<file path="config.mk">
export PLATFORM = sky130hd
export DESIGN_NAME = ssra_ram
export DESIGN_NICKNAME = d
export VERILOG_FILES = /design/src/rtl/ssra_ram.sv
export SDC_FILE = /design/constraint.sdc
export NUM_CORES = 1
export LEC_CHECK = 0
export ABC_AREA = 1
export ABC_CLOCK_PERIOD_IN_PS = 1900
export BUFFER_PORTS_ARGS = -buffer_cell sky130_fd_sc_hd__buf_4
export CAP_MARGIN = 0
export CORE_UTILIZATION = 25
export CTS_CLUSTER_SIZE = 10
export DETAILED_ROUTE_END_ITERATION = 10
export PLACE_DENSITY_LB_ADDON = 0.05
export SLEW_MARGIN = 20
export SYNTH_ARGS = -nofsm -noshare
export SYNTH_HDL_FRONTEND = slang
export SYNTH_SLANG_ARGS = --single-unit
</file>
<file path="constraint.sdc">
create_clock -name clk -period 1.9 [get_ports clk]
set_input_delay 0.095 -clock clk [delete_from_list [all_inputs] [get_ports clk]]
set_output_delay 0.095 -clock clk [all_outputs]
set_load 0.01 [all_outputs]
</file>
<file path="src/rtl/ssra_ram.sv">
`default_nettype none
// ----------------------------------------------------------------------------
// ssra_ram
// Generic single-write, single-read memory with registered read data.
// ----------------------------------------------------------------------------
module ssra_ram #(
  parameter int WIDTH = 8,
  parameter int DEPTH = 16
) (
  input  wire logic                     clk,
  input  wire logic                     we,
  input  wire logic [$clog2(DEPTH)-1:0] waddr,
  input  wire logic [WIDTH-1:0]         wdata,
  input  wire logic [$clog2(DEPTH)-1:0] raddr,
  output logic      [WIDTH-1:0]         rdata
);

  logic [WIDTH-1:0] mem [DEPTH];

  always_ff @(posedge clk) begin
    if (we) begin
      mem[waddr] <= wdata;
    end
    rdata <= mem[raddr];
  end

endmodule
`default_nettype wire

</file>
# ---- Word-level counts from Yosys, hierarchy flattened
# Memories as Yosys holds them, arrays and structs flattened. A register that Yosys moved wholly into a read port is not among the register bits.
# Cells that the tools add are included.
dict set report word_totals {
  regBits 0
  output_inout_bits 8
  word_cells 3
  memories 1
  ram_bits 128
  in_bits 18
}
# memory depth word_bits read_ports rd_ports_with_merged_regs write_ports line
set mem_list {}
lappend mem_list {mem 16 8 1 1 1 18} ;# logic [WIDTH-1:0] mem [DEPTH];
dict set report op_classes {
  mux 2
}
# operator count
set op_table {}
lappend op_table {{two-way mux 1 bit} 2}

# ---- Depth between registers and ports, before layout
dict set report logic_depth {
  depth_word 2
  ltp_mapped 8
  ltp_nobuf 7
}

# ---- Least setup slack after synthesis
# Ideal clock, no wire load.
dict set report synth_path {
  kind {input to register}
  from {input waddr[2]}
  to {memory mem[10][0], enable pin}
  arrival_ns 0.676
  stages 2
  slack_ns 0.854
  required_ns 1.530
  path_buffers 0
  setup_time_ns 0.370
  path_cell_list {nand3b_1 nor2_1}
}
# element line
set synth_lines {}
lappend synth_lines {{start: declaration} 12} ;# input wire logic [$clog2(DEPTH)-1:0] waddr,
lappend synth_lines {{end: declaration} 18}
# No word-level cell before the write port.

==> run_results.csv <==
group,metric,value,unit
run_status,run_status,"finished, final reports clean",
yosys,yosys_register_bits,136,
detailed_routing,detail_route.wl_per_cell,18.0,um
yosys,yosys-top-cells-count,"173 x nand2_1, 128 x edfxtp_1, 100 x inv_1",
critical_path,path_max_fanout,1,
detailed_routing,num_vias,3735,
place,post_dp_cell_area,6340,sq um
finish,n_fill_cell,2328,
place,numPortBuffers,25,
detailed_routing,ant_nets,0,
die,ios,26,
die,die_area,23700,sq um
yosys,synth_area_per_cell,10.5,sq um
yosys,syn_area,5770,sq um
clock_tree,cts_sinks,136,
sta,setup_viol,0,
yosys,syn_nets,569,
clock_tree,tritoncts,"done",
clock_tree,cts_setup_buffers,0,
detailed_routing,drc,0,
die,initial_core_util,0.255,
finish,syn_to_final_growth,21.1,%
yosys,synth.top_cell.area_share,0.667,
die,core,22600,sq um
sta,worst_slew_pin_slew,0.694,ns
detailed_routing,routed_wl,16000,um
worst_hold_path,hold_path.class,"input pin to flop",
critical_path,critPathRequiredTime,2.20,ns
detailed_routing,firstDrtPassIters,4,
critical_path,endpoint_kind,"flop",
critical_path,cp-start-kind,"flop",
sta,fin_tns_setup,0,ns
yosys,yosys_warnings,0,
global_routing,grt_pass1_wl,24000,um
clock_tree,cts-root-buf,"clkbuf_16",
detailed_routing,post_drt_via_cell_ratio,4.19,
pwr,leakagePower,2.96,nW
yosys,synth_area_leaders,"edfxtp_1 67%, nand2_1 11%, nand3_1 8.4%, inv_1 6.5%, dfxtp_1 2.8%",
die,core.rowCount,55,
finish,nets,610,
die,die_y,154,um
sta,clock.fmax,902,MHz
yosys,async_flop_share,0,
finish,multi_input_area,1210,sq um
clock_tree,clk_latency,0.42,ns
critical_path,r2r_setup_slack,0.79,ns
global_routing,globalRouteOverflowTotal,0,
finish,seq_area,4000,sq um
yosys,ys_types,12,
pwr,vdd_drop_max,0.601,mV
clock_tree,clk_path_buf_depth,2,
sta,min_period,1.11,ns
sta,slew_headroom,0.536,
critical_path,crit_arrival,1.41,ns
global_routing,grt_pass1_vias,3687,
clock_tree,numCtsBuffers,17,
clock_tree,cts.clk_slew.worst_paths,0.06,ns
pwr,power.density,1060,nW/um^2
global_routing,grt.total_usage,0.143,
critical_path,critPathKind,"flop to flop",
yosys,synth_flop_cell,"edfxtp_1",
finish,drive_gt1_frac,0.131,
yosys,yosysMostFrequentCell,"nand2_1",
yosys,synth_edf_count,128,
finish,stdcell_area,6980,sq um
yosys,synth_top_area_cell,"edfxtp_1",
clock_tree,postCtsHoldBufs,0,
yosys,syn_inst,551,
place,gp_congestion,0.714,
clock_tree,htree_num_levels,4,
flow_run,max_cap_violations,0,
clock_tree,cts_resized,0,
global_routing,grt_antenna_before_repair,0,
sta,slew_viol_final,0,
sta,finalCritPeriodShare,0.584,
detailed_routing,drt-initial-drc-count,240,
sta,hold_viol_final,0,
die,die_x,154,um
sta,finClkSkew,0.00780,ns
global_routing,grt_max_degree,65,
sta,rsz0062_at_grt,"no",
place,dp_hpwl,9790,um
yosys,synth-seq-area-share,0.694,
-- placed cells by master, fill, tap and decap left out, drive strengths merged --
master,n
nand3,97
edfxtp,128
inv,102
diode,1
dfxtp,8
nand3b,2
clkbuf,21
buf,46
nor2,17
clkinvlp,3
bufinv,4
clkinv,4
nand2,173
-- final timing paths --
check / to / from / cells after the start
max: rdata[3] / mem[11][3] / 6
min: rdata[1] / raddr[3] / 3
max reg2reg: rdata[3] / mem[11][3] / 6
min reg2reg: rdata[1] / mem[12][1] / 6
-- stage by stage --
| step | util | total power [mW] | std cells | hold slack (ns) | setup WS (ns) |
|---|---|---|---|---|---|
| 2_1_floorplan | - | 3.68 | 551 | 0.194 | 0.854 |
| 3_3_place_gp | 0.280 | 3.93 | 858 | 0.438 | 0.465 |
| 3_5_place_dp | 0.280 | 3.92 | 858 | 0.444 | 0.482 |
| 4_1_cts | 0.308 | 7.52 | 890 | 0.00559 | 0.800 |
| 5_1_grt | 0.308 | 7.69 | 890 | 0.0200 | 0.719 |
| 6_report | 0.308 | 7.42 | 891 | 0.0240 | 0.791 |
-- cell type report --
| type | count | share of cell area |
|---|---|---|
| antenna | 1 | 0.000358 |
| clock buffer | 21 | 0.0674 |
| clock inverter | 11 | 0.0244 |
| inverter | 102 | 0.0548 |
| multi-input combinational | 289 | 0.174 |
| sequential | 136 | 0.573 |
| tap | 285 | 0.0511 |
| timing repair buffer | 46 | 0.0548 |
-- power breakdown --
group / internal [mW] / total (mW) / leakage, nW / switching (mW)
Sequential: 3.35 / 3.37 / 1.22 / 0.0211
Combinational: 0.147 / 0.464 / 1.44 / 0.317
Clock: 2.30 / 3.58 / 0.305 / 1.28
-- critical path: stages (launching register included) --
cell	delay [ns]
edfxtp_1	0.35
nand2_1	0.07
nand2_1	0.06
nand2_1	0.09
nand3_1	0.15
nand3_1	0.20
nand2_1	0.06
-- flip-flops by register name, indices dropped and copies added, names as in the netlist --
signal  flops
mem       128
rdata       8
-- cell families (layout without fill, tap and decap cells) --
family | after synthesis | in the layout | synth area share
buf+inv | 126 | 180 | 0.0952
flops | 136 | 136 | 0.694
other cells | 0 | 1 | 0
simple gates | 289 | 289 | 0.210
-- layer usage --
metal | vias to the layer above | part of all wire | wire length (um) | global-route usage
met5 | - | 0 | 0 | 0
met1 | 1811 | 0.50 | 8080 | 0.201
met2 | 57 | 0.46 | 7310 | 0.220
met3 | 12 | 0.031 | 505 | 0.0293
li1 | 1855 | - | - | -
met4 | 0 | 0.0090 | 144 | 0.0471
(Power assumes the default switching activity.)
