File: src/rtl/ssra_pkg.sv
`default_nettype none
// ----------------------------------------------------------------------------
// ssra_pkg
// Shared types, widths and codes for the stack slot region allocator.
// ----------------------------------------------------------------------------
package ssra_pkg;

  localparam int MAX_REGIONS = 32;
  localparam int LIVE_BITS   = 64;
  localparam int OFFSET_BITS = 20;
  localparam int SIZE_BITS   = 16;
  localparam int ALIGN_BITS  = 4;
  localparam int IN_LIVE_W   = 64;
  localparam int COUNT_BITS  = 6;

  // Working width of offset arithmetic: holds base + size + alignment slack.
  localparam int CALC_W = ((OFFSET_BITS > SIZE_BITS) ? OFFSET_BITS : SIZE_BITS) + 2;
  localparam int IDX_W  = $clog2(MAX_REGIONS);
  localparam int CNT_W  = $clog2(MAX_REGIONS + 3);
  localparam int ADDR_W = IDX_W + 1;
  localparam int ENT_W  = 2 * OFFSET_BITS + LIVE_BITS;

  localparam logic [CALC_W-1:0] OFF_MAX =
    {{(CALC_W - OFFSET_BITS){1'b0}}, {OFFSET_BITS{1'b1}}};

  typedef enum logic [3:0] {
    S_IDLE,
    S_INIT,
    S_SCAN_RD,
    S_SCAN_EV,
    S_CHECK,
    S_COPY_RD,
    S_COPY_WR,
    S_APP_GAP,
    S_APP_NEW,
    S_COMMIT,
    S_DONE
  } state_t;

  typedef enum logic [1:0] {
    ST_OK   = 2'd0,
    ST_FULL = 2'd1,
    ST_OVF  = 2'd2
  } status_t;

  typedef struct packed {
    logic [OFFSET_BITS-1:0] rstart;
    logic [OFFSET_BITS-1:0] rend;
    logic [LIVE_BITS-1:0]   live;
  } region_t;

endpackage
`default_nettype wire

File: src/rtl/ssra_align.sv
`default_nettype none
// ----------------------------------------------------------------------------
// ssra_align
// Shared placement unit: from a base offset, finds the start whose end is
// aligned to the object's alignment.
// ----------------------------------------------------------------------------
module ssra_align (
  input  wire logic [ssra_pkg::CALC_W-1:0]     base,
  input  wire logic [ssra_pkg::SIZE_BITS-1:0]  size,
  input  wire logic [ssra_pkg::ALIGN_BITS-1:0] align_log2,
  output logic      [ssra_pkg::CALC_W-1:0]     start_pos,
  output logic      [ssra_pkg::CALC_W-1:0]     fin_pos
);

  logic [ssra_pkg::CALC_W-1:0] amask;
  logic [ssra_pkg::CALC_W-1:0] size_x;
  logic [ssra_pkg::CALC_W-1:0] sum;

  assign amask  = ~({ssra_pkg::CALC_W{1'b1}} << align_log2);
  assign size_x = {{(ssra_pkg::CALC_W - ssra_pkg::SIZE_BITS){1'b0}}, size};
  assign sum    = base + size_x;
  // Round the end up, then step back by the size.
  assign fin_pos   = (sum + amask) & ~amask;
  assign start_pos = fin_pos - size_x;

endmodule
`default_nettype wire

File: config.mk
export PLATFORM = sky130hd
export DESIGN_NAME = ssra_align
export DESIGN_NICKNAME = d
export VERILOG_FILES = /design/src/rtl/ssra_pkg.sv /design/src/rtl/ssra_align.sv
export SDC_FILE = /design/constraint.sdc
export NUM_CORES = 1
export LEC_CHECK = 0
export BUFFER_PORTS_ARGS = -buffer_cell sky130_fd_sc_hd__buf_2
export CAP_MARGIN = 20
export CORE_MARGIN = 2
export CORE_UTILIZATION = 57
export DETAILED_ROUTE_END_ITERATION = 12
export PLACE_DENSITY_LB_ADDON = 0.25
export RECOVER_POWER = 100
export SYNTH_ARGS = -nofsm -noshare
export SYNTH_HDL_FRONTEND = slang
export SYNTH_SLANG_ARGS = --single-unit
File: constraint.sdc
create_clock -name vclk -period 12.8
set_clock_uncertainty 0.2 [all_clocks]
set_input_delay 2.56 -clock vclk [all_inputs]
set_output_delay 2.56 -clock vclk [all_outputs]
set_load 0.005 [all_outputs]
; Word-level counts from Yosys, hierarchy flattened
; Cells that the tools add are included.
[totals]
regBits = 0
in_bits = 42
output_inout_bits = 44
word_cells = 7
[op_classes]
add_sub_neg = 3
shifts = 1
bitwise_logic = 3
[op_table]
columns = cell, count
row1 = NOT 22 bit, 2
row2 = adder 22 x 16 -> 22 bit, 1
row3 = adder 22 bit, 1
row4 = AND 22 bit, 1
row5 = left shift 22 x 4 -> 22 bit (first input constant), 1
row6 = subtractor 22 x 16 -> 22 bit, 1

; Depth between registers and ports, before layout
[logic_depth]
depth_word = 5
mapped_depth = 23
mapped_depth_nobuf = 22

; Worst setup path after synthesis
; No wires, ideal clock.
[synth_path]
kind = input-to-output
start = input port align_log2[3] (netlist bit)
end = output port start_pos[21] (netlist bit)
arrival_ps = 6623
required_ps = 10040
slack_ps = 3417
stages = 22
cell_sequence = clkbuf_1 or2_2 nor2_1 inv_1 fa_1 ha_1 inv_1 fa_1 nor2b_4 o31ai_2 nand2_1 o21ai_0 a211oi_1 ha_1 and2_1 o31ai_1 a41oi_2 o21ai_1 nand2b_2 a21bo_2 nor4_4 xor2_1
[synth_via]
elab_chain_len = 5
[synth_rtl]
columns = item, line_no
row1 = "start, declared", ssra_align.sv:10  ; input wire logic [ssra_pkg::ALIGN_BITS-1:0] align_log2,
row2 = left shift 22 x 4 -> 22 bit *, ssra_align.sv:19  ; assign amask = ~({ssra_pkg::CALC_W{1'b1}} << align_log2);
row3 = NOT 22 bit *, ssra_align.sv:19
row4 = adder 22 bit or NOT 22 bit (tied branches), ssra_align.sv:23  ; assign fin_pos = (sum + amask) & ~amask;
row5 = AND 22 bit *, ssra_align.sv:23
row6 = named net fin_pos (one bit), ssra_align.sv:12  ; output logic [ssra_pkg::CALC_W-1:0] fin_pos
row7 = subtractor 22 x 16 -> 22 bit *, ssra_align.sv:24  ; assign start_pos = fin_pos - size_x;
row8 = "end, declared", ssra_align.sv:11  ; output logic [ssra_pkg::CALC_W-1:0] start_pos,
; The timed path passes the listed nets; every way through them passes the cells marked *.

; Worst setup path after layout
[layout_path]
start = input port align_log2[3] (netlist bit)
end = output port start_pos[21] (netlist bit)
[layout_via]
elab_chain_len = 5
[layout_rtl]
columns = item, line_no
row1 = left shift 22 x 4 -> 22 bit *, ssra_align.sv:19
row2 = NOT 22 bit *, ssra_align.sv:19
row3 = adder 22 bit or NOT 22 bit (tied branches), ssra_align.sv:23
row4 = AND 22 bit *, ssra_align.sv:23
row5 = subtractor 22 x 16 -> 22 bit *, ssra_align.sv:24
; Every way passes the cells marked *; elsewhere a longest branch is shown, timed or not.

==> flow_summary.yaml <==
status:
  outcome: "complete, no violations"
clocking:
  holdBufCountCts: 0
  cts_resized: 0
  post-cts-setup-buffers: 0
setup_path:
  worstSetupEndpointType: "output port"
  crit_fanout: 12
  arrival_ns: 7.40
  worstPathRequired_ns: 10.04
  path_class: "input port to output port"
  slowest_stage: "fa_1"
  cp-startpoint: "align_log2[3]"
  slowest_delay_ns: 0.47
  worstPathCellList: "clkbuf_1, or2_2, nand2b_1, fa_1, ha_1, a211oi_1, o21ai_0, a21boi_0, a21boi_0, xor2_1, nor2_1, ha_1, and2_0, o31ai_1, a41oi_2, o21ai_0, nand2b_2, a21bo_1, nor4_4, xor2_1, clkbuf_1"
  cp-start-kind: "input port"
worst_hold_path:
  min_path_cells: 3
  hold_path.class: "input port to output port"
  hold_end: "fin_pos[21]"
  hold_start: "base[21]"
global_routing:
  grt_antenna_before_repair: 0
  grt_use_total_pct: 27.7
  overflow: 0
  grt_pass1_wl_mm: 9.89
  grt_pass1_vias: 2179
  grt_start_max_net_pins: 13
power:
  sequentialPowerShare_pct: 0
  max-vdd-ir-drop_mv: 0.0526
  intPower_uw: 132
  p_switching_uw: 164
  power_switching_share_pct: 55.4
  p_leak_uw: 0.00134
  p_clk_share_pct: 0
  combPwrFrac_pct: 100.0
  cellPowerDensity_nw_per_um2: 111
placed_design:
  placed_area_um2: 2750
  finalWeightedCongestion: 0.921
  io_buffer_count: 86
  hpwl_mm: 5.31
synth:
  syn_avg_cell_area_um2: 7.94
  synth_area_leader_cell: "ha_1"
  synth_area_leaders: "ha_1 (18%), fa_1 (14%), xnor2_1 (7.3%)"
  yosys-top-cells-count: "nor2_1 (35), ha_1 (33), inv_1 (29), xnor2_1 (19), a21oi_1 (18)"
  netlist_instances: 287
  yosys_warnings: 0
  syn_nets: 378
  synth_top_area_share_pct: 18.1
  syn_area_um2: 2280
  synth-seq-area-share_pct: 0
  synth.distinct_cells: 58
  synth_most_common_cell: "nor2_1"
route:
  num_vias: 2323
  wl_per_cell_um: 14.2
  dr.pass1.iters: 4
  ant_nets: 0
  drcViolationCount: 0
  wl_mm: 5.94
  drt_iter0_markers: 130
  viasPerCell: 5.57
sta:
  min_period_over_period_pct: 79.4
  slew_violations: 0
  fmax_mhz: 98.4
  rsz0062_at_grt: "no"
  worst_pin_slew_ns: 0.540
  hold_viol: 0
  setup_violations: 0
  period_needed_ns: 10.16
  fin_setup_tns_ns: 0
  maxSlewHeadroom_pct: 63.8
die:
  die_h_um: 67.2
  ios: 86
  die_x_um: 67.2
  core_area_um2: 3740
  dieArea_um2: 4520
  start_util_pct: 60.9
  rows: 22
finish:
  num_antenna_cells: 0
  seq_cell_count: 0
  nets: 462
  regArea_um2: 0
  areaGrowthSynthToFinish_pct: 16.9
  clkbuf_count: 0
  final_layout_size_suffix_gt1_share_pct: 20.6
  fin_area_um2: 2660
job:
  cap_violations: 0
-- worst max-delay path: cells and delay by family --
family	cells	cell delay (ns)
AOI/OAI and AO/OA	8	1.88
xor gates and xnor gates	2	0.26
adders and majority gates	3	1.12
buffers and inverters	2	0.34
and+or+nand+nor	6	1.25
-- cell families (layout without fill, tap and decap cells) --
| group | after synthesis | after routing | share of synthesized area, % |
|---|---|---|---|
| simple gates | 87 | 87 | 19.9 |
| compound gates | 86 | 86 | 29.0 |
| fa+ha+maj | 49 | 49 | 32.2 |
| buf+inv | 33 | 115 | 5.82 |
| xor+xnor | 31 | 31 | 12.6 |
| mux | 1 | 1 | 0.494 |
-- worst max-delay path by stage --
stage / endpoint / slack (ns)
floorplan: start_pos[21] / 3.42
global placement: start_pos[21] / 3.05
detailed placement: start_pos[21] / 2.89
CTS: start_pos[21] / 2.86
global route: start_pos[20] / 2.31
finish: start_pos[21] / 2.64
-- cell usage in the layout (no fill, tap or decap), types with 3 or more instances in the layout --
cell | synthesis | routed
a21oi_1 | 18 | 19
clkbuf_2 | 0 | 3
inv_1 | 29 | 29
and3_1 | 5 | 5
o21bai_1 | 4 | 4
o21a_1 | 8 | 8
a21o_1 | 8 | 8
xnor2_1 | 19 | 19
nand3_1 | 4 | 4
nor2_1 | 35 | 35
nand2_1 | 14 | 14
a211oi_1 | 3 | 4
nor3_1 | 5 | 5
ha_1 | 33 | 33
buf_2 | 1 | 58
fa_1 | 16 | 16
xor2_1 | 10 | 11
o211ai_1 | 3 | 3
nand2b_1 | 5 | 5
nor2b_1 | 5 | 6
o21ai_1 | 6 | 3
o21ai_0 | 10 | 14
a21boi_0 | 2 | 3
clkbuf_1 | 2 | 25
-- layer usage --
layer	share of wire (%)	vias to the layer above	global-route usage [%]	wire length, um
li1	-	1182	-	-
met1	48	1064	40.9	2880
met2	46	70	46.5	2730
met3	4.6	7	1.33	276
met4	0.81	0	2.04	48
met5	0	-	0	0
-- power by group through the flow --
stage               Combinational, uW  Sequential (uW)  Clock, uW
finish                            296                0          0
global placement                  302                0          0
floorplan                         212                0          0
detailed placement                307                0          0
global route                      334                0          0
CTS                               308                0          0
-- area by class of cell --
type | count | area (um2)
Multi-Input combinational cell | 254 | 2100
Tap cell | 48 | 60.1
Inverter | 29 | 109
Timing Repair Buffer | 86 | 399
Fill cell | 360 | 1080
-- metrics by stage --
stage | util [%] | cells | hold slack (ns) | total power (uW) | setup WS, ns
finish | 71.2 | 417 | 5.22 | 296 | 2.64
global route | 71.2 | 417 | 5.22 | 334 | 2.31
CTS | 73.3 | 417 | 5.22 | 308 | 2.86
detailed placement | 73.3 | 417 | 5.22 | 307 | 2.89
global placement | 73.3 | 417 | 5.22 | 302 | 3.05
floorplan | - | 287 | 5.00 | 212 | 3.42
(Power assumes the default switching activity.)
